### config.mk
export PLATFORM = sky130hd
export DESIGN_NAME = expression_tokenizer_core
export DESIGN_NICKNAME = d
export VERILOG_FILES = /design/src/etok_pkg.sv /design/src/expression_tokenizer_core.sv /design/src/etok_front.sv /design/src/etok_queue.sv /design/src/etok_back.sv
export SDC_FILE = /design/constraint.sdc
export NUM_CORES = 1
export LEC_CHECK = 0
export BUFFER_PORTS_ARGS = -buffer_cell sky130_fd_sc_hd__buf_2
export CAP_MARGIN = 20
export CORE_ASPECT_RATIO = 1.75
export CORE_UTILIZATION = 45
export CTS_CLUSTER_SIZE = 12
export DETAILED_ROUTE_END_ITERATION = 12
export SYNTH_ARGS = -nofsm -noshare
export SYNTH_HDL_FRONTEND = slang
export SYNTH_SLANG_ARGS = --single-unit
### constraint.sdc
create_clock -name clock -period 50 [get_ports clock]
set_input_delay 7.5 -clock clock [delete_from_list [all_inputs] [get_ports clock]]
set_output_delay 7.5 -clock clock [all_outputs]
set_load 0.01 [all_outputs]
### src/etok_pkg.sv
`timescale 1ns / 1ps
// Shared types, constants and character classifiers for the expression tokenizer.
// Depends on nothing; every other file of the block refers to it by scoped names.
package etok_pkg;

   // Field widths of one result item.
   localparam int unsigned KIND_W  = 3;
   localparam int unsigned SYM_W   = 8;
   localparam int unsigned NAME_W  = 32;
   localparam int unsigned MANT_W  = 30;
   localparam int unsigned FRAC_W  = 4;
   localparam int unsigned INDEX_W = 6;
   localparam int unsigned RUN_W   = 4;

   // Token kinds as they appear on the result channel.
   localparam logic [KIND_W-1:0] KIND_NUMBER  = 3'd0;
   localparam logic [KIND_W-1:0] KIND_OPER    = 3'd1;
   localparam logic [KIND_W-1:0] KIND_BRACKET = 3'd2;
   localparam logic [KIND_W-1:0] KIND_NAME    = 3'd3;
   localparam logic [KIND_W-1:0] KIND_END     = 3'd4;

   // Character codes.
   localparam logic [7:0] CH_PLUS    = 8'h2B;
   localparam logic [7:0] CH_MINUS   = 8'h2D;
   localparam logic [7:0] CH_STAR    = 8'h2A;
   localparam logic [7:0] CH_SLASH   = 8'h2F;
   localparam logic [7:0] CH_CARET   = 8'h5E;
   localparam logic [7:0] CH_PERCENT = 8'h25;
   localparam logic [7:0] CH_TILDE   = 8'h7E;
   localparam logic [7:0] CH_COLON   = 8'h3A;
   localparam logic [7:0] CH_BANG    = 8'h21;
   localparam logic [7:0] CH_PIPE    = 8'h7C;
   localparam logic [7:0] CH_LPAREN  = 8'h28;
   localparam logic [7:0] CH_RPAREN  = 8'h29;
   localparam logic [7:0] CH_LBRACK  = 8'h5B;
   localparam logic [7:0] CH_RBRACK  = 8'h5D;
   localparam logic [7:0] CH_DOT     = 8'h2E;
   localparam logic [7:0] CH_DIGIT0  = 8'h30;
   localparam logic [7:0] CH_DIGIT9  = 8'h39;
   localparam logic [7:0] CH_UPPER_A = 8'h41;
   localparam logic [7:0] CH_UPPER_Z = 8'h5A;
   localparam logic [7:0] CH_LOWER_A = 8'h61;
   localparam logic [7:0] CH_LOWER_Z = 8'h7A;

   // One character causes at most three tokens: a flushed run, its own token, the end token.
   localparam int unsigned NUM_SLOTS = 3;
   localparam int unsigned SLOT_W    = 2;
   localparam logic [SLOT_W-1:0] SLOT_RUN = 2'd0;
   localparam logic [SLOT_W-1:0] SLOT_OWN = 2'd1;
   localparam logic [SLOT_W-1:0] SLOT_END = 2'd2;

   // Depth of the queue between the front and back parts.
   localparam int unsigned QUEUE_DEPTH = 2;

   typedef struct packed {
      logic [KIND_W-1:0]  kind;
      logic [SYM_W-1:0]   symbol;
      logic [NAME_W-1:0]  name_chars;
      logic [MANT_W-1:0]  mantissa;
      logic [FRAC_W-1:0]  frac_digits;
      logic [INDEX_W-1:0] token_index;
      logic               run_truncated;
      logic               table_full;
   } token_type;

   // All tokens caused by one character, in emission order.
   typedef struct packed {
      logic [NUM_SLOTS-1:0]      vld;
      token_type [NUM_SLOTS-1:0] tok;
   } entry_type;

   function automatic logic is_op_char(input logic [7:0] c);
      return c == CH_PLUS || c == CH_MINUS || c == CH_STAR || c == CH_SLASH ||
             c == CH_CARET || c == CH_PERCENT || c == CH_TILDE || c == CH_COLON ||
             c == CH_BANG || c == CH_PIPE;
   endfunction

   function automatic logic is_bracket_char(input logic [7:0] c);
      return c == CH_LPAREN || c == CH_RPAREN || c == CH_LBRACK || c == CH_RBRACK;
   endfunction

   function automatic logic is_letter_char(input logic [7:0] c);
      return (c >= CH_UPPER_A && c <= CH_UPPER_Z) || (c >= CH_LOWER_A && c <= CH_LOWER_Z);
   endfunction

   function automatic logic is_digit_char(input logic [7:0] c);
      return c >= CH_DIGIT0 && c <= CH_DIGIT9;
   endfunction

endpackage

### src/expression_tokenizer_core.sv
`timescale 1ns / 1ps
// Expression tokenizer top level: front part, token group queue and back part.
// The first result of a character passes through the queue and then the output register.
// Throughput: one character per cycle while the two-entry queue has room; the back part sends
// one result per cycle while the receiver is ready, so a character causing up to three results
// occupies the output for each of them in turn and the input stalls once the queue is full.
// Reset is synchronous and clears the pending run, token count, queue and output valid.
module expression_tokenizer_core #(
   parameter int unsigned MAX_TOKENS       = 32,
   parameter int unsigned MAX_NUMBER_CHARS = 9,
   parameter int unsigned MAX_NAME_CHARS   = 4
) (
   input  logic                         clock,
   input  logic                         reset,
   input  logic [7:0]                   req_char_code,
   input  logic                         req_last_char,
   input  logic                         req_valid,
   output logic                         req_ready,
   output logic                         rsp_valid,
   input  logic                         rsp_ready,
   output logic [etok_pkg::KIND_W-1:0]  rsp_token_kind,
   output logic [etok_pkg::SYM_W-1:0]   rsp_symbol,
   output logic [etok_pkg::NAME_W-1:0]  rsp_name_chars,
   output logic [etok_pkg::MANT_W-1:0]  rsp_mantissa,
   output logic [etok_pkg::FRAC_W-1:0]  rsp_frac_digits,
   output logic [etok_pkg::INDEX_W-1:0] rsp_token_index,
   output logic                         rsp_run_truncated,
   output logic                         rsp_table_full,
   output logic                         rsp_last_of_run
);

   logic                q_full;
   logic                push;
   logic                pop;
   logic                head_valid;
   etok_pkg::entry_type push_entry;
   etok_pkg::entry_type head_entry;

   // Character classification and run tracking.
   etok_front #(
      .MAX_TOKENS       (MAX_TOKENS),
      .MAX_NUMBER_CHARS (MAX_NUMBER_CHARS),
      .MAX_NAME_CHARS   (MAX_NAME_CHARS)
   ) u_front (
      .clock         (clock),
      .reset         (reset),
      .req_char_code (req_char_code),
      .req_last_char (req_last_char),
      .req_valid     (req_valid),
      .req_ready     (req_ready),
      .q_full        (q_full),
      .push          (push),
      .push_entry    (push_entry)
   );

   // Decoupling queue.
   etok_queue u_queue (
      .clock      (clock),
      .reset      (reset),
      .push       (push),
      .push_entry (push_entry),
      .full       (q_full),
      .pop        (pop),
      .head_valid (head_valid),
      .head_entry (head_entry)
   );

   // Result sequencing and output register.
   etok_back u_back (
      .clock             (clock),
      .reset             (reset),
      .head_valid        (head_valid),
      .head_entry        (head_entry),
      .pop               (pop),
      .rsp_valid         (rsp_valid),
      .rsp_ready         (rsp_ready),
      .rsp_token_kind    (rsp_token_kind),
      .rsp_symbol        (rsp_symbol),
      .rsp_name_chars    (rsp_name_chars),
      .rsp_mantissa      (rsp_mantissa),
      .rsp_frac_digits   (rsp_frac_digits),
      .rsp_token_index   (rsp_token_index),
      .rsp_run_truncated (rsp_run_truncated),
      .rsp_table_full    (rsp_table_full),
      .rsp_last_of_run   (rsp_last_of_run)
   );

   a_end_is_last: assert property (@(posedge clock) disable iff (reset)
      rsp_valid && rsp_token_kind == etok_pkg::KIND_END |-> rsp_last_of_run)
      else $error("end token not marked as last result of its item");
   a_full_index: assert property (@(posedge clock) disable iff (reset)
      rsp_valid && rsp_table_full && rsp_token_kind != etok_pkg::KIND_END
      |-> rsp_token_index == etok_pkg::INDEX_W'(MAX_TOKENS))
      else $error("token flagged table full with an index below the table size");
   a_frac_bound: assert property (@(posedge clock) disable iff (reset)
      rsp_valid && rsp_token_kind == etok_pkg::KIND_NUMBER
      |-> rsp_frac_digits < etok_pkg::FRAC_W'(MAX_NUMBER_CHARS))
      else $error("number token has more fraction digits than characters kept");

endmodule

### src/etok_front.sv
`timescale 1ns / 1ps
// Front part: accepts characters, tracks the pending run and builds the tokens of each item.
// Depends on etok_pkg; feeds etok_queue.
module etok_front #(
   parameter int unsigned MAX_TOKENS       = 32,
   parameter int unsigned MAX_NUMBER_CHARS = 9,
   parameter int unsigned MAX_NAME_CHARS   = 4
) (
   input  logic                clock,
   input  logic                reset,
   input  logic [7:0]          req_char_code,
   input  logic                req_last_char,
   input  logic                req_valid,
   output logic                req_ready,
   input  logic                q_full,
   output logic                push,
   output etok_pkg::entry_type push_entry
);

   localparam int unsigned CNT_W = $clog2(MAX_TOKENS + 1);
   localparam logic [CNT_W-1:0] CNT_MAX = CNT_W'(MAX_TOKENS);

   typedef enum logic [1:0] {PEND_NONE, PEND_NUMBER, PEND_NAME} pend_type;

   pend_type                       pend_ff, pend_in;
   logic [etok_pkg::MANT_W-1:0]    value_ff, value_in;
   logic [etok_pkg::FRAC_W-1:0]    frac_ff, frac_in;
   logic                           dot_ff, dot_in;
   logic                           stop_ff, stop_in;
   logic [etok_pkg::RUN_W-1:0]     len_ff, len_in;
   logic [etok_pkg::NAME_W-1:0]    name_ff, name_in;
   logic                           over_ff, over_in;
   logic [CNT_W-1:0]               count_ff, count_in;

   logic                           accept;
   logic                           c_num, c_letter, c_op, c_bracket;
   logic                           change;
   pend_type                       n_pend;
   logic [etok_pkg::MANT_W-1:0]    b_value, n_value;
   logic [etok_pkg::FRAC_W-1:0]    b_frac, n_frac;
   logic                           b_dot, n_dot, b_stop, n_stop, b_over, n_over;
   logic [etok_pkg::RUN_W-1:0]     b_len, n_len;
   logic [etok_pkg::NAME_W-1:0]    b_name, n_name;
   logic [CNT_W-1:0]               cnt1, cnt2;
   etok_pkg::token_type            old_tok, new_tok, own_tok, end_tok;
   etok_pkg::entry_type            entry;

   function automatic logic [CNT_W-1:0] advance(input logic [CNT_W-1:0] cnt);
      return (cnt == CNT_MAX) ? cnt : cnt + CNT_W'(1);
   endfunction

   // Builds a run token from a run state.
   function automatic etok_pkg::token_type run_token(
      input pend_type                    kind,
      input logic [etok_pkg::MANT_W-1:0] value,
      input logic [etok_pkg::FRAC_W-1:0] frac,
      input logic [etok_pkg::NAME_W-1:0] name,
      input logic                        over
   );
      etok_pkg::token_type t;
      t = '0;
      t.run_truncated = over;
      if (kind == PEND_NAME) begin
         t.kind       = etok_pkg::KIND_NAME;
         t.name_chars = name;
      end else begin
         t.kind        = etok_pkg::KIND_NUMBER;
         t.mantissa    = value;
         t.frac_digits = frac;
      end
      return t;
   endfunction

   assign req_ready = !q_full;
   assign accept    = req_valid && !q_full;

   // Classify the character and decide whether the pending run ends here.
   always_comb begin
      c_letter  = etok_pkg::is_letter_char(req_char_code);
      c_num     = etok_pkg::is_digit_char(req_char_code) || req_char_code == etok_pkg::CH_DOT;
      c_op      = etok_pkg::is_op_char(req_char_code);
      c_bracket = etok_pkg::is_bracket_char(req_char_code);
      if (c_num) begin
         change = pend_ff != PEND_NUMBER;
      end else if (c_letter) begin
         change = pend_ff != PEND_NAME;
      end else begin
         change = 1'b1;
      end
   end

   // Run state after this character: start from a cleared run when the class changes.
   always_comb begin
      b_value = change ? '0 : value_ff;
      b_frac  = change ? '0 : frac_ff;
      b_dot   = change ? 1'b0 : dot_ff;
      b_stop  = change ? 1'b0 : stop_ff;
      b_len   = change ? '0 : len_ff;
      b_name  = change ? '0 : name_ff;
      b_over  = change ? 1'b0 : over_ff;
      n_value = b_value;
      n_frac  = b_frac;
      n_dot   = b_dot;
      n_stop  = b_stop;
      n_len   = b_len;
      n_name  = b_name;
      n_over  = b_over;
      n_pend  = PEND_NONE;
      if (c_num) begin
         n_pend = PEND_NUMBER;
         if (b_len >= etok_pkg::RUN_W'(MAX_NUMBER_CHARS)) begin
            n_over = 1'b1;
         end else begin
            n_len = b_len + etok_pkg::RUN_W'(1);
            if (req_char_code == etok_pkg::CH_DOT) begin
               n_stop = b_stop || b_dot;
               n_dot  = 1'b1;
            end else if (!b_stop) begin
               // Multiply by ten as two shifts and add the digit.
               n_value = etok_pkg::MANT_W'({b_value, 3'b000}) +
                         etok_pkg::MANT_W'({b_value, 1'b0}) +
                         etok_pkg::MANT_W'(req_char_code[3:0]);
               if (b_dot) begin
                  n_frac = b_frac + etok_pkg::FRAC_W'(1);
               end
            end
         end
      end else if (c_letter) begin
         n_pend = PEND_NAME;
         if (b_len >= etok_pkg::RUN_W'(MAX_NAME_CHARS)) begin
            n_over = 1'b1;
         end else begin
            n_name[{b_len[1:0], 3'b000} +: 8] = req_char_code;
            n_len = b_len + etok_pkg::RUN_W'(1);
         end
      end
   end

   // Assemble the tokens of this character and give each its index.
   always_comb begin
      old_tok = run_token(pend_ff, value_ff, frac_ff, name_ff, over_ff);
      new_tok = run_token(n_pend, n_value, n_frac, n_name, n_over);

      own_tok        = '0;
      own_tok.symbol = req_char_code;
      own_tok.kind   = c_op ? etok_pkg::KIND_OPER : etok_pkg::KIND_BRACKET;

      entry = '0;
      entry.vld[etok_pkg::SLOT_RUN] = change && pend_ff != PEND_NONE;
      entry.tok[etok_pkg::SLOT_RUN] = old_tok;
      entry.tok[etok_pkg::SLOT_RUN].token_index = etok_pkg::INDEX_W'(count_ff);
      entry.tok[etok_pkg::SLOT_RUN].table_full  = count_ff == CNT_MAX;
      cnt1 = entry.vld[etok_pkg::SLOT_RUN] ? advance(count_ff) : count_ff;

      if (c_op || c_bracket) begin
         entry.vld[etok_pkg::SLOT_OWN] = 1'b1;
         entry.tok[etok_pkg::SLOT_OWN] = own_tok;
      end else begin
         entry.vld[etok_pkg::SLOT_OWN] = req_last_char && (c_num || c_letter);
         entry.tok[etok_pkg::SLOT_OWN] = new_tok;
      end
      entry.tok[etok_pkg::SLOT_OWN].token_index = etok_pkg::INDEX_W'(cnt1);
      entry.tok[etok_pkg::SLOT_OWN].table_full  = cnt1 == CNT_MAX;
      cnt2 = entry.vld[etok_pkg::SLOT_OWN] ? advance(cnt1) : cnt1;

      end_tok             = '0;
      end_tok.kind        = etok_pkg::KIND_END;
      end_tok.token_index = etok_pkg::INDEX_W'(cnt2);
      end_tok.table_full  = cnt2 == CNT_MAX;
      entry.vld[etok_pkg::SLOT_END] = req_last_char;
      entry.tok[etok_pkg::SLOT_END] = end_tok;
   end

   assign push       = accept && (entry.vld != '0);
   assign push_entry = entry;

   // Next state: the final character returns everything to its reset value.
   always_comb begin
      pend_in  = pend_ff;
      value_in = value_ff;
      frac_in  = frac_ff;
      dot_in   = dot_ff;
      stop_in  = stop_ff;
      len_in   = len_ff;
      name_in  = name_ff;
      over_in  = over_ff;
      count_in = count_ff;
      if (accept) begin
         if (req_last_char) begin
            pend_in  = PEND_NONE;
            value_in = '0;
            frac_in  = '0;
            dot_in   = 1'b0;
            stop_in  = 1'b0;
            len_in   = '0;
            name_in  = '0;
            over_in  = 1'b0;
            count_in = '0;
         end else begin
            pend_in  = n_pend;
            value_in = n_value;
            frac_in  = n_frac;
            dot_in   = n_dot;
            stop_in  = n_stop;
            len_in   = n_len;
            name_in  = n_name;
            over_in  = n_over;
            count_in = cnt2;
         end
      end
   end

   // Run and count state.
   always_ff @(posedge clock) begin
      if (reset) begin
         pend_ff  <= PEND_NONE;
         value_ff <= '0;
         frac_ff  <= '0;
         dot_ff   <= 1'b0;
         stop_ff  <= 1'b0;
         len_ff   <= '0;
         name_ff  <= '0;
         over_ff  <= 1'b0;
         count_ff <= '0;
      end else begin
         pend_ff  <= pend_in;
         value_ff <= value_in;
         frac_ff  <= frac_in;
         dot_ff   <= dot_in;
         stop_ff  <= stop_in;
         len_ff   <= len_in;
         name_ff  <= name_in;
         over_ff  <= over_in;
         count_ff <= count_in;
      end
   end

endmodule

### src/etok_queue.sv
`timescale 1ns / 1ps
// Short queue of token groups between the front and back parts.
// Depends on etok_pkg for the entry type and the queue depth.
module etok_queue (
   input  logic                clock,
   input  logic                reset,
   input  logic                push,
   input  etok_pkg::entry_type push_entry,
   output logic                full,
   input  logic                pop,
   output logic                head_valid,
   output etok_pkg::entry_type head_entry
);

   localparam int unsigned PTR_W = (etok_pkg::QUEUE_DEPTH > 1) ? $clog2(etok_pkg::QUEUE_DEPTH) : 1;
   localparam int unsigned CNT_W = $clog2(etok_pkg::QUEUE_DEPTH + 1);
   localparam logic [PTR_W-1:0] PTR_LAST = PTR_W'(etok_pkg::QUEUE_DEPTH - 1);
   localparam logic [CNT_W-1:0] CNT_FULL = CNT_W'(etok_pkg::QUEUE_DEPTH);

   etok_pkg::entry_type mem_ff [etok_pkg::QUEUE_DEPTH];
   logic [PTR_W-1:0]    wr_ptr_ff, wr_ptr_in;
   logic [PTR_W-1:0]    rd_ptr_ff, rd_ptr_in;
   logic [CNT_W-1:0]    count_ff, count_in;

   assign full       = count_ff == CNT_FULL;
   assign head_valid = count_ff != '0;
   assign head_entry = mem_ff[rd_ptr_ff];

   // Pointer and fill count update.
   always_comb begin
      wr_ptr_in = wr_ptr_ff;
      rd_ptr_in = rd_ptr_ff;
      count_in  = count_ff;
      if (push) begin
         wr_ptr_in = (wr_ptr_ff == PTR_LAST) ? '0 : wr_ptr_ff + PTR_W'(1);
      end
      if (pop) begin
         rd_ptr_in = (rd_ptr_ff == PTR_LAST) ? '0 : rd_ptr_ff + PTR_W'(1);
      end
      if (push && !pop) begin
         count_in = count_ff + CNT_W'(1);
      end else if (pop && !push) begin
         count_in = count_ff - CNT_W'(1);
      end
   end

   always_ff @(posedge clock) begin
      if (reset) begin
         wr_ptr_ff <= '0;
         rd_ptr_ff <= '0;
         count_ff  <= '0;
      end else begin
         wr_ptr_ff <= wr_ptr_in;
         rd_ptr_ff <= rd_ptr_in;
         count_ff  <= count_in;
      end
   end

   // Entry storage.
   always_ff @(posedge clock) begin
      if (push) begin
         mem_ff[wr_ptr_ff] <= push_entry;
      end
   end

   a_no_overfill: assert property (@(posedge clock) disable iff (reset) push |-> !full)
      else $error("token group written into a full queue");
   a_no_underrun: assert property (@(posedge clock) disable iff (reset) pop |-> head_valid)
      else $error("token group taken from an empty queue");

endmodule

### src/etok_back.sv
`timescale 1ns / 1ps
// Back part: sends the tokens of each queued group, one per cycle while rsp_ready is high.
// Depends on etok_pkg; reads the head of etok_queue and sends results through an output register.
module etok_back (
   input  logic                                  clock,
   input  logic                                  reset,
   input  logic                                  head_valid,
   input  etok_pkg::entry_type                   head_entry,
   output logic                                  pop,
   output logic                                  rsp_valid,
   input  logic                                  rsp_ready,
   output logic [etok_pkg::KIND_W-1:0]           rsp_token_kind,
   output logic [etok_pkg::SYM_W-1:0]            rsp_symbol,
   output logic [etok_pkg::NAME_W-1:0]           rsp_name_chars,
   output logic [etok_pkg::MANT_W-1:0]           rsp_mantissa,
   output logic [etok_pkg::FRAC_W-1:0]           rsp_frac_digits,
   output logic [etok_pkg::INDEX_W-1:0]          rsp_token_index,
   output logic                                  rsp_run_truncated,
   output logic                                  rsp_table_full,
   output logic                                  rsp_last_of_run
);

   logic [etok_pkg::NUM_SLOTS-1:0] done_ff, done_in;
   logic [etok_pkg::NUM_SLOTS-1:0] remaining, sel_mask, rest;
   logic [etok_pkg::SLOT_W-1:0]    sel;
   logic                           load;
   logic                           valid_ff, valid_in;
   etok_pkg::token_type            tok_ff;
   logic                           last_ff;

   // Pick the first token of the head group not yet sent.
   always_comb begin
      remaining = head_entry.vld & ~done_ff;
      if (remaining[etok_pkg::SLOT_RUN]) begin
         sel = etok_pkg::SLOT_RUN;
      end else if (remaining[etok_pkg::SLOT_OWN]) begin
         sel = etok_pkg::SLOT_OWN;
      end else begin
         sel = etok_pkg::SLOT_END;
      end
      sel_mask      = '0;
      sel_mask[sel] = 1'b1;
      rest          = remaining & ~sel_mask;
   end

   assign load = head_valid && (!valid_ff || rsp_ready);
   assign pop  = load && (rest == '0);

   // Sent-token mask and output valid.
   always_comb begin
      done_in  = done_ff;
      valid_in = valid_ff;
      if (load) begin
         valid_in = 1'b1;
         done_in  = (rest == '0) ? '0 : (done_ff | sel_mask);
      end else if (rsp_ready) begin
         valid_in = 1'b0;
      end
   end

   always_ff @(posedge clock) begin
      if (reset) begin
         done_ff  <= '0;
         valid_ff <= 1'b0;
      end else begin
         done_ff  <= done_in;
         valid_ff <= valid_in;
      end
   end

   // Output payload register.
   always_ff @(posedge clock) begin
      if (load) begin
         tok_ff  <= head_entry.tok[sel];
         last_ff <= rest == '0;
      end
   end

   assign rsp_valid         = valid_ff;
   assign rsp_token_kind    = tok_ff.kind;
   assign rsp_symbol        = tok_ff.symbol;
   assign rsp_name_chars    = tok_ff.name_chars;
   assign rsp_mantissa      = tok_ff.mantissa;
   assign rsp_frac_digits   = tok_ff.frac_digits;
   assign rsp_token_index   = tok_ff.token_index;
   assign rsp_run_truncated = tok_ff.run_truncated;
   assign rsp_table_full    = tok_ff.table_full;
   assign rsp_last_of_run   = last_ff;

endmodule

Word level (Yosys, flattened, before mapping) --
Memory sizes are Yosys's and may differ from the RTL's. A register that Yosys moved wholly into a read port is not among the register bits. Cells that the tools add are included.
Storage, ports and cells: logic and storage cells 192, bits of input ports 13, memory bits (writable) 342, memories kept 1, flip-flop bits (word level) 175, output and inout bits 88
Cells by class: shift-type cells 2, reduce and logical (&&, ||, !) cells 40, $add $sub $neg 11, equality and inequality tests 23, magnitude comparators 10, muxes and demuxes 77, bitwise gates (word level) 5
Memory list:
- u_queue.mem_ff | depth 2, bits a word 171, rd ports 1, clocked after memory_dff 1, write ports 1, line etok_queue.sv:20 | etok_pkg::entry_type mem_ff [etok_pkg::QUEUE_DEPTH];
Operators by type and width (number):
- 32-bit two-way mux | 7
- 30-bit two-way mux | 6
- 85-bit binary-select mux with 2-bit select | 1
- 85-bit two-way mux | 2
- 8-bit by 6-bit equality test with 1-bit output, second input constant | 10
- 34-bit two-way mux | 2
- 4-bit two-way mux | 13
- 8-bit by 7-bit equality test with 1-bit output, second input constant | 5
- 32-bit bitwise mux | 1
- 8-bit by 7-bit variable shift with 32-bit output, first input constant | 1
- 8-bit by 7-bit variable part select with 32-bit output | 1
- 30-bit adder | 1
- 30-bit by 4-bit adder with 30-bit output | 1
- 6-bit two-way mux | 5
- 1-bit two-way mux | 28
- 2-bit two-way mux | 10
- 6-bit equality test, second input constant | 3
- 1-bit logical OR | 18
- 8-bit by 7-bit greater-or-equal comparator with 1-bit output, second input constant | 2
- 8-bit by 7-bit <= comparator with 1-bit output, second input constant | 2
- 6-bit by 1-bit adder with 6-bit output, second input constant | 2
- 1-bit logical AND | 12
- 4-bit by 1-bit adder with 4-bit output, second input constant | 2
- 8-bit by 6-bit greater-or-equal comparator with 1-bit output, second input constant | 1
- 21 further kinds | 32

Logic depth before layout (Yosys ltp) --
depth in word-level cells 18, mapped depth 21, gate-level depth less buffers 17

Cells and area by module --
Synthesis repeated with hierarchy kept, for this count alone.
Unflattened totals: cells, all modules 2287, area, all modules 32139.6 um^2
Modules (own cells, without submodules):
- etok_queue | area an instance 19677.6 um^2, instances 1, cells each 825, sequential area each 15595.0 um^2
- etok_front | area an instance 7855.0 um^2, instances 1, cells each 1066, sequential area each 1621.6 um^2
- etok_back | area an instance 4606.9 um^2, instances 1, cells each 396, sequential area each 2662.6 um^2

Least setup slack after synthesis --
OpenSTA, ideal clock, no wires.
path type input port to flip-flop, start in req_char_code[1], end mem u_queue.mem_ff[0][0] (netlist name), enable pin, stages 7, buffers on the path 1, path slack 29.211 ns, required time 49.095 ns, library setup time 0.905 ns, arrival 19.884 ns, cells stage by stage clkbuf_1 -> nand2_1 -> o31ai_1 -> nand4_1 -> nand3_1 -> nor3_1 -> nor3_1
On the way: cells in the longest elaborated chain, start to end 16, elaborated cells between the ends (all ways) 49, classes of those cells order compare: 6; eq/ne: 15; mux: 5; reduce/logical: 23
RTL lines:
- start, declared | line expression_tokenizer_core.sv:15 | input logic [7:0] req_char_code,
- 8-bit by 6-bit equality test with 1-bit output | line etok_pkg.sv:73 | return c == CH_PLUS || c == CH_MINUS || c == CH_STAR || c == CH_SLASH ||
- 1-bit logical OR (4 in series) | line etok_pkg.sv:73
- 1-bit logical OR (4 in series) | line etok_pkg.sv:74 | c == CH_CARET || c == CH_PERCENT || c == CH_TILDE || c == CH_COLON ||
- 1-bit logical OR | line etok_pkg.sv:75 | c == CH_BANG || c == CH_PIPE;
- 1-bit logical OR | line etok_front.sv:155 | if (c_op || c_bracket) begin
- 1-bit two-way mux | line etok_front.sv:155
- 3-bit nonzero test (*) | line etok_front.sv:174 | assign push = accept && (entry.vld != '0);
- 1-bit logical AND (*) | line etok_front.sv:174
- 1-bit two-way mux (*) | line etok_queue.sv:61 | if (push) begin
- 1-bit two-way mux (implied by the code) (*) | line etok_queue.sv:62 | mem_ff[wr_ptr_ff] <= push_entry;
- end, declared | line etok_queue.sv:20
Every way passes the cells marked *; elsewhere a longest branch is shown, timed or not.

Worst setup path in the final report --
start in req_char_code[3], end reg u_front.value_ff[27] (netlist name)
On the way: cells in the longest elaborated chain, start to end 13, elaborated cells between the ends (all ways) 25, classes of those cells add/sub: 2; order compare: 7; eq/ne: 1; mux: 10; reduce/logical: 5
RTL lines:
- 8-bit by 7-bit greater-or-equal comparator with 1-bit output or 8-bit by 7-bit <= comparator with 1-bit output (tied branches) | line etok_pkg.sv:83 | return (c >= CH_UPPER_A && c <= CH_UPPER_Z) || (c >= CH_LOWER_A && c <= CH_LOWER_Z);
- 1-bit logical AND | line etok_pkg.sv:83
- 1-bit logical OR | line etok_pkg.sv:83
- 1-bit two-way mux | line etok_front.sv:85 | end else if (c_letter) begin
- 1-bit two-way mux | line etok_front.sv:83 | if (c_num) begin
- 30-bit two-way mux | line etok_front.sv:94 | b_value = change ? '0 : value_ff;
- 30-bit adder | line etok_front.sv:120 | n_value = etok_pkg::MANT_W'({b_value, 3'b000}) +
- 30-bit by 4-bit adder with 30-bit output | line etok_front.sv:121 | etok_pkg::MANT_W'({b_value, 1'b0}) +
- 30-bit two-way mux | line etok_front.sv:118 | end else if (!b_stop) begin
- 30-bit two-way mux | line etok_front.sv:115 | if (req_char_code == etok_pkg::CH_DOT) begin
- 30-bit two-way mux | line etok_front.sv:111 | if (b_len >= etok_pkg::RUN_W'(MAX_NUMBER_CHARS)) begin
- 30-bit two-way mux (*) | line etok_front.sv:109 | if (c_num) begin
- 30-bit two-way mux (*) | line etok_front.sv:189 | if (req_last_char) begin
- end signal, assigned | line etok_front.sv:227 | value_ff <= value_in;
- end, declared | line etok_front.sv:26 | logic [etok_pkg::MANT_W-1:0] value_ff, value_in;
Marks and branches as above. A chain may end at the register's enable or synchronous reset.

==> flow_metrics.tcl <==
set metrics [dict create \
    status "completed" \
    synthesis_stage_register_bit_count 514 \
    root_buffer "clkbuf_16" \
    clk_transition_reported_paths_ns 0.06 \
    core.rowCount 109 \
    m1WireLength_mm 20.0 \
    max-vdd-ir-drop_mv 0.0226 \
    crit-reg2reg-capture "u_front.value_ff[27]" \
    postSynthCellCount 1787 \
    cts_buffer_depth 3 \
    synthToLayoutAreaGrowth_pct 11.7 \
    min_period_over_period_pct 24.3 \
    synth-edff-count 424 \
    setup_crit_start_kind "input pin" \
    maxSlewViolCount 0 \
    setup_skew_after_layout_ns 0.0294 \
    cellPowerDensity_nw_per_um2 46.7 \
    detail_routed_net_length_per_standard_cell_um 21.4 \
    h-tree-depth 2 \
    routed_via_density 5.71 \
    grt_first_pass_wirelength_mm 84.7 \
    rsz0062_at_grt "no" \
    post_synth.cell_area_avg_um2 13.0 \
    routabilityCongestion 0.875 \
    post_placement_cell_area_um2 24400 \
    die_area_um2 52400 \
    uppermost_layer_routed "met4" \
    critical_path.max_fanout 88 \
    grt_max_degree 89 \
    diodes 0 \
    floorplan.initialDensity_pct 45.7 \
    final_design_area_no_fill_um2 25900 \
    drt_iter0_drc 932 \
    yosysWarnings 0 \
    fin_tns_setup_ns 0 \
    critical_path.startpoint "req_char_code[3]" \
    min-delay-path-class "reg2reg" \
    timing.hold.worst_path_depth 2 \
    core_um2 50700 \
    wl_mm 55.0 \
    crit_path_end_kind "flip-flop" \
    drt_pre_antenna_iters 5 \
    tritoncts "done" \
    worstMarginPinSlew_ns 0.990 \
    holdBufCountCts 0 \
    timing.setup.critical_path_class "in2reg" \
    max_clock_freq_mhz 82.3 \
    synth.distinct_cells 76 \
    groute.usage.overall_pct 21.2 \
    r2r.worst_path.cells 17 \
    synth_flop_cell "edfxtp_1" \
    clock-sinks 514 \
    worst-endpoint-required_ns 50.47 \
    max_slew_margin_pct 34.0 \
    number_of_non_filler_instances_in_the_completed_layout 2567 \
    setup-violations-final 0 \
    chipWidth_um 174 \
    num_vias 14659 \
    io_buffers 100 \
    grt_antenna_before_repair 1 \
    cts.repair.resized 0 \
    min-delay-start "u_front.name_ff[31]" \
    maxCapViolations 0 \
    syn_area_um2 23200 \
    worstHoldEndpoint "u_front.name_ff[31]" \
    ioPinCount 101 \
    tritoncts_buffers 50 \
    fin_crit_ns 12.15 \
    p_leak_nw 9.28 \
    met3WireLength_mm 1.93 \
    post-cts-setup-buffers 0 \
    detail_route.drc_violations 0 \
    critPathArrivalTime_ns 12.62 \
    worstSkewPairLatency_ns 0.58 \
    grt-ovfl-total 0 \
    place_inst 2474 \
    reg2reg_slack_ns 44.75 \
    asyncSetResetFlopFracSynth_pct 0 \
    drive_gt1_share_pct 15.0 \
    final-hold-violation-count 0 \
    dp_hpwl_mm 35.2 \
    dr_wl_met2_mm 30.6 \
    first_global_vias 15359 \
    ys_seq_area_share_pct 62.7 \
    r2r-start "u_front.pend_ff[0]" \
    die_h_um 302 \
    antenna_left 0 \
    layout.nets 1941 \
]
placed cells by master, fill, tap and decap left out, types with 31 or more instances in the layout:
cell type,instances
dfxtp_1,89
clkbuf_16,52
clkbuf_1,33
nor2_1,156
buf_2,100
inv_1,31
mux4_2,67
a21oi_1,98
and2_1,175
nand2_1,115
o21ai_0,64
edfxtp_1,424
nand3_1,82
a22oi_1,54
ha_1,67
flip-flops by register name (all words and copies together) (netlist names), 2 cells and up, named ones only:
name	count
u_back.rsp_token_index	6
u_back.rsp_symbol	8
u_front.count_ff	6
u_back.rsp_mantissa	30
u_front.value_ff	30
u_back.rsp_frac_digits	4
u_queue.count_ff	2
u_front.len_ff	4
u_back.rsp_name_chars	32
u_queue.mem_ff	338
u_back.done_ff	3
u_front.pend_ff	2
u_front.frac_ff	4
u_front.name_ff	32
u_back.rsp_token_kind	3
power breakdown:
| group | internal [mW] | switching, mW |
|---|---|---|
| combinational | 0.112 | 0.173 |
| clock | 0.199 | 0.153 |
| sequential | 0.552 | 0.0205 |
worst max-delay path, stage by stage:
cell	delay [ns]
buf_2	0.33
and4b_1	0.31
o221ai_2	0.20
o22ai_4	0.14
buf_4	0.73
nand2_1	0.30
xnor2_1	0.25
ha_1	0.28
ha_1	0.30
a21o_1	0.20
nand4_1	0.11
nand3_1	0.12
a311o_1	0.43
a22o_1	0.25
o22ai_1	0.32
o211ai_1	0.23
nor4b_1	0.19
a311o_1	0.34
cell usage after synthesis, types with 4 or more instances:
cell,n,share of area (%)
a22oi_1,54,1.8
buf_2,4,0.086
nand2b_1,12,0.32
o211ai_1,11,0.36
and2_1,176,4.8
nand3_1,82,1.8
or2_2,4,0.11
a21o_1,13,0.42
o22ai_1,4,0.11
nor2_1,157,2.5
buf_1,11,0.18
mux4_2,67,6.5
and3_1,7,0.19
o21a_1,5,0.16
xnor2_1,27,1.0
inv_1,32,0.52
o21ai_0,64,1.4
a21oi_1,98,2.1
nand2_1,116,1.9
mux2i_1,24,1.0
or3_1,6,0.16
o31ai_1,9,0.29
clkbuf_1,90,1.5
nor3_1,16,0.35
edfxtp_1,424,55
a211oi_1,4,0.13
a31oi_1,14,0.38
nor3b_1,4,0.13
nor2b_1,5,0.14
dfxtp_1,90,7.8
ha_1,67,3.6
nand4_1,12,0.32
xor2_1,15,0.57
stage by stage:
stage | hold slack (ns) | utilization [%] | power (mW) | setup slack, ns
after floorplan | 0.416 | - | 0.775 | 29.21
final | 0.438 | 51.0 | 1.21 | 37.85
after global routing | 0.463 | 51.0 | 1.26 | 37.49
after detailed placement | 0.429 | 48.1 | 0.875 | 37.38
after CTS | 0.437 | 51.0 | 1.23 | 37.99
after global placement | 0.427 | 48.0 | 0.872 | 37.44
worst max-delay path by stage:
stage / end / cells past startpoint
6_report: u_front.value_ff[27] / 18
2_1_floorplan: u_queue.mem_ff[0][0] / 7
3_3_place_gp: u_front.value_ff[2] / 15
3_5_place_dp: u_front.value_ff[27] / 18
5_1_grt: u_queue.mem_ff[0][108] / 19
4_1_cts: u_front.value_ff[27] / 18
layer usage:
metal	GRT usage, %	up-vias
li1	-	6793
met1	22.5	7357
met2	41.4	383
met3	2.06	126
met4	10.2	0
met5	0	-
cells by family after synthesis:
logic type	count (synthesis)	share of synthesized area [%]
simple gates	620	13.6
fa+ha+maj	68	3.71
compound gates	310	8.44
other cells	1	0.0162
xor+xnor	42	1.59
flops	514	62.7
buf+inv	140	2.34
mux	92	7.60
cell type report:
cell class / instances / area, um2
clock buffer: 89 / 1480
clock inverter: 4 / 22.5
fill: 4437 / 24800
inverter: 32 / 123
multi-input combinational: 1134 / 8150
sequential: 514 / 14500
tap: 666 / 833
timing repair buffer: 128 / 734
Power figures use the tool's default switching activity.
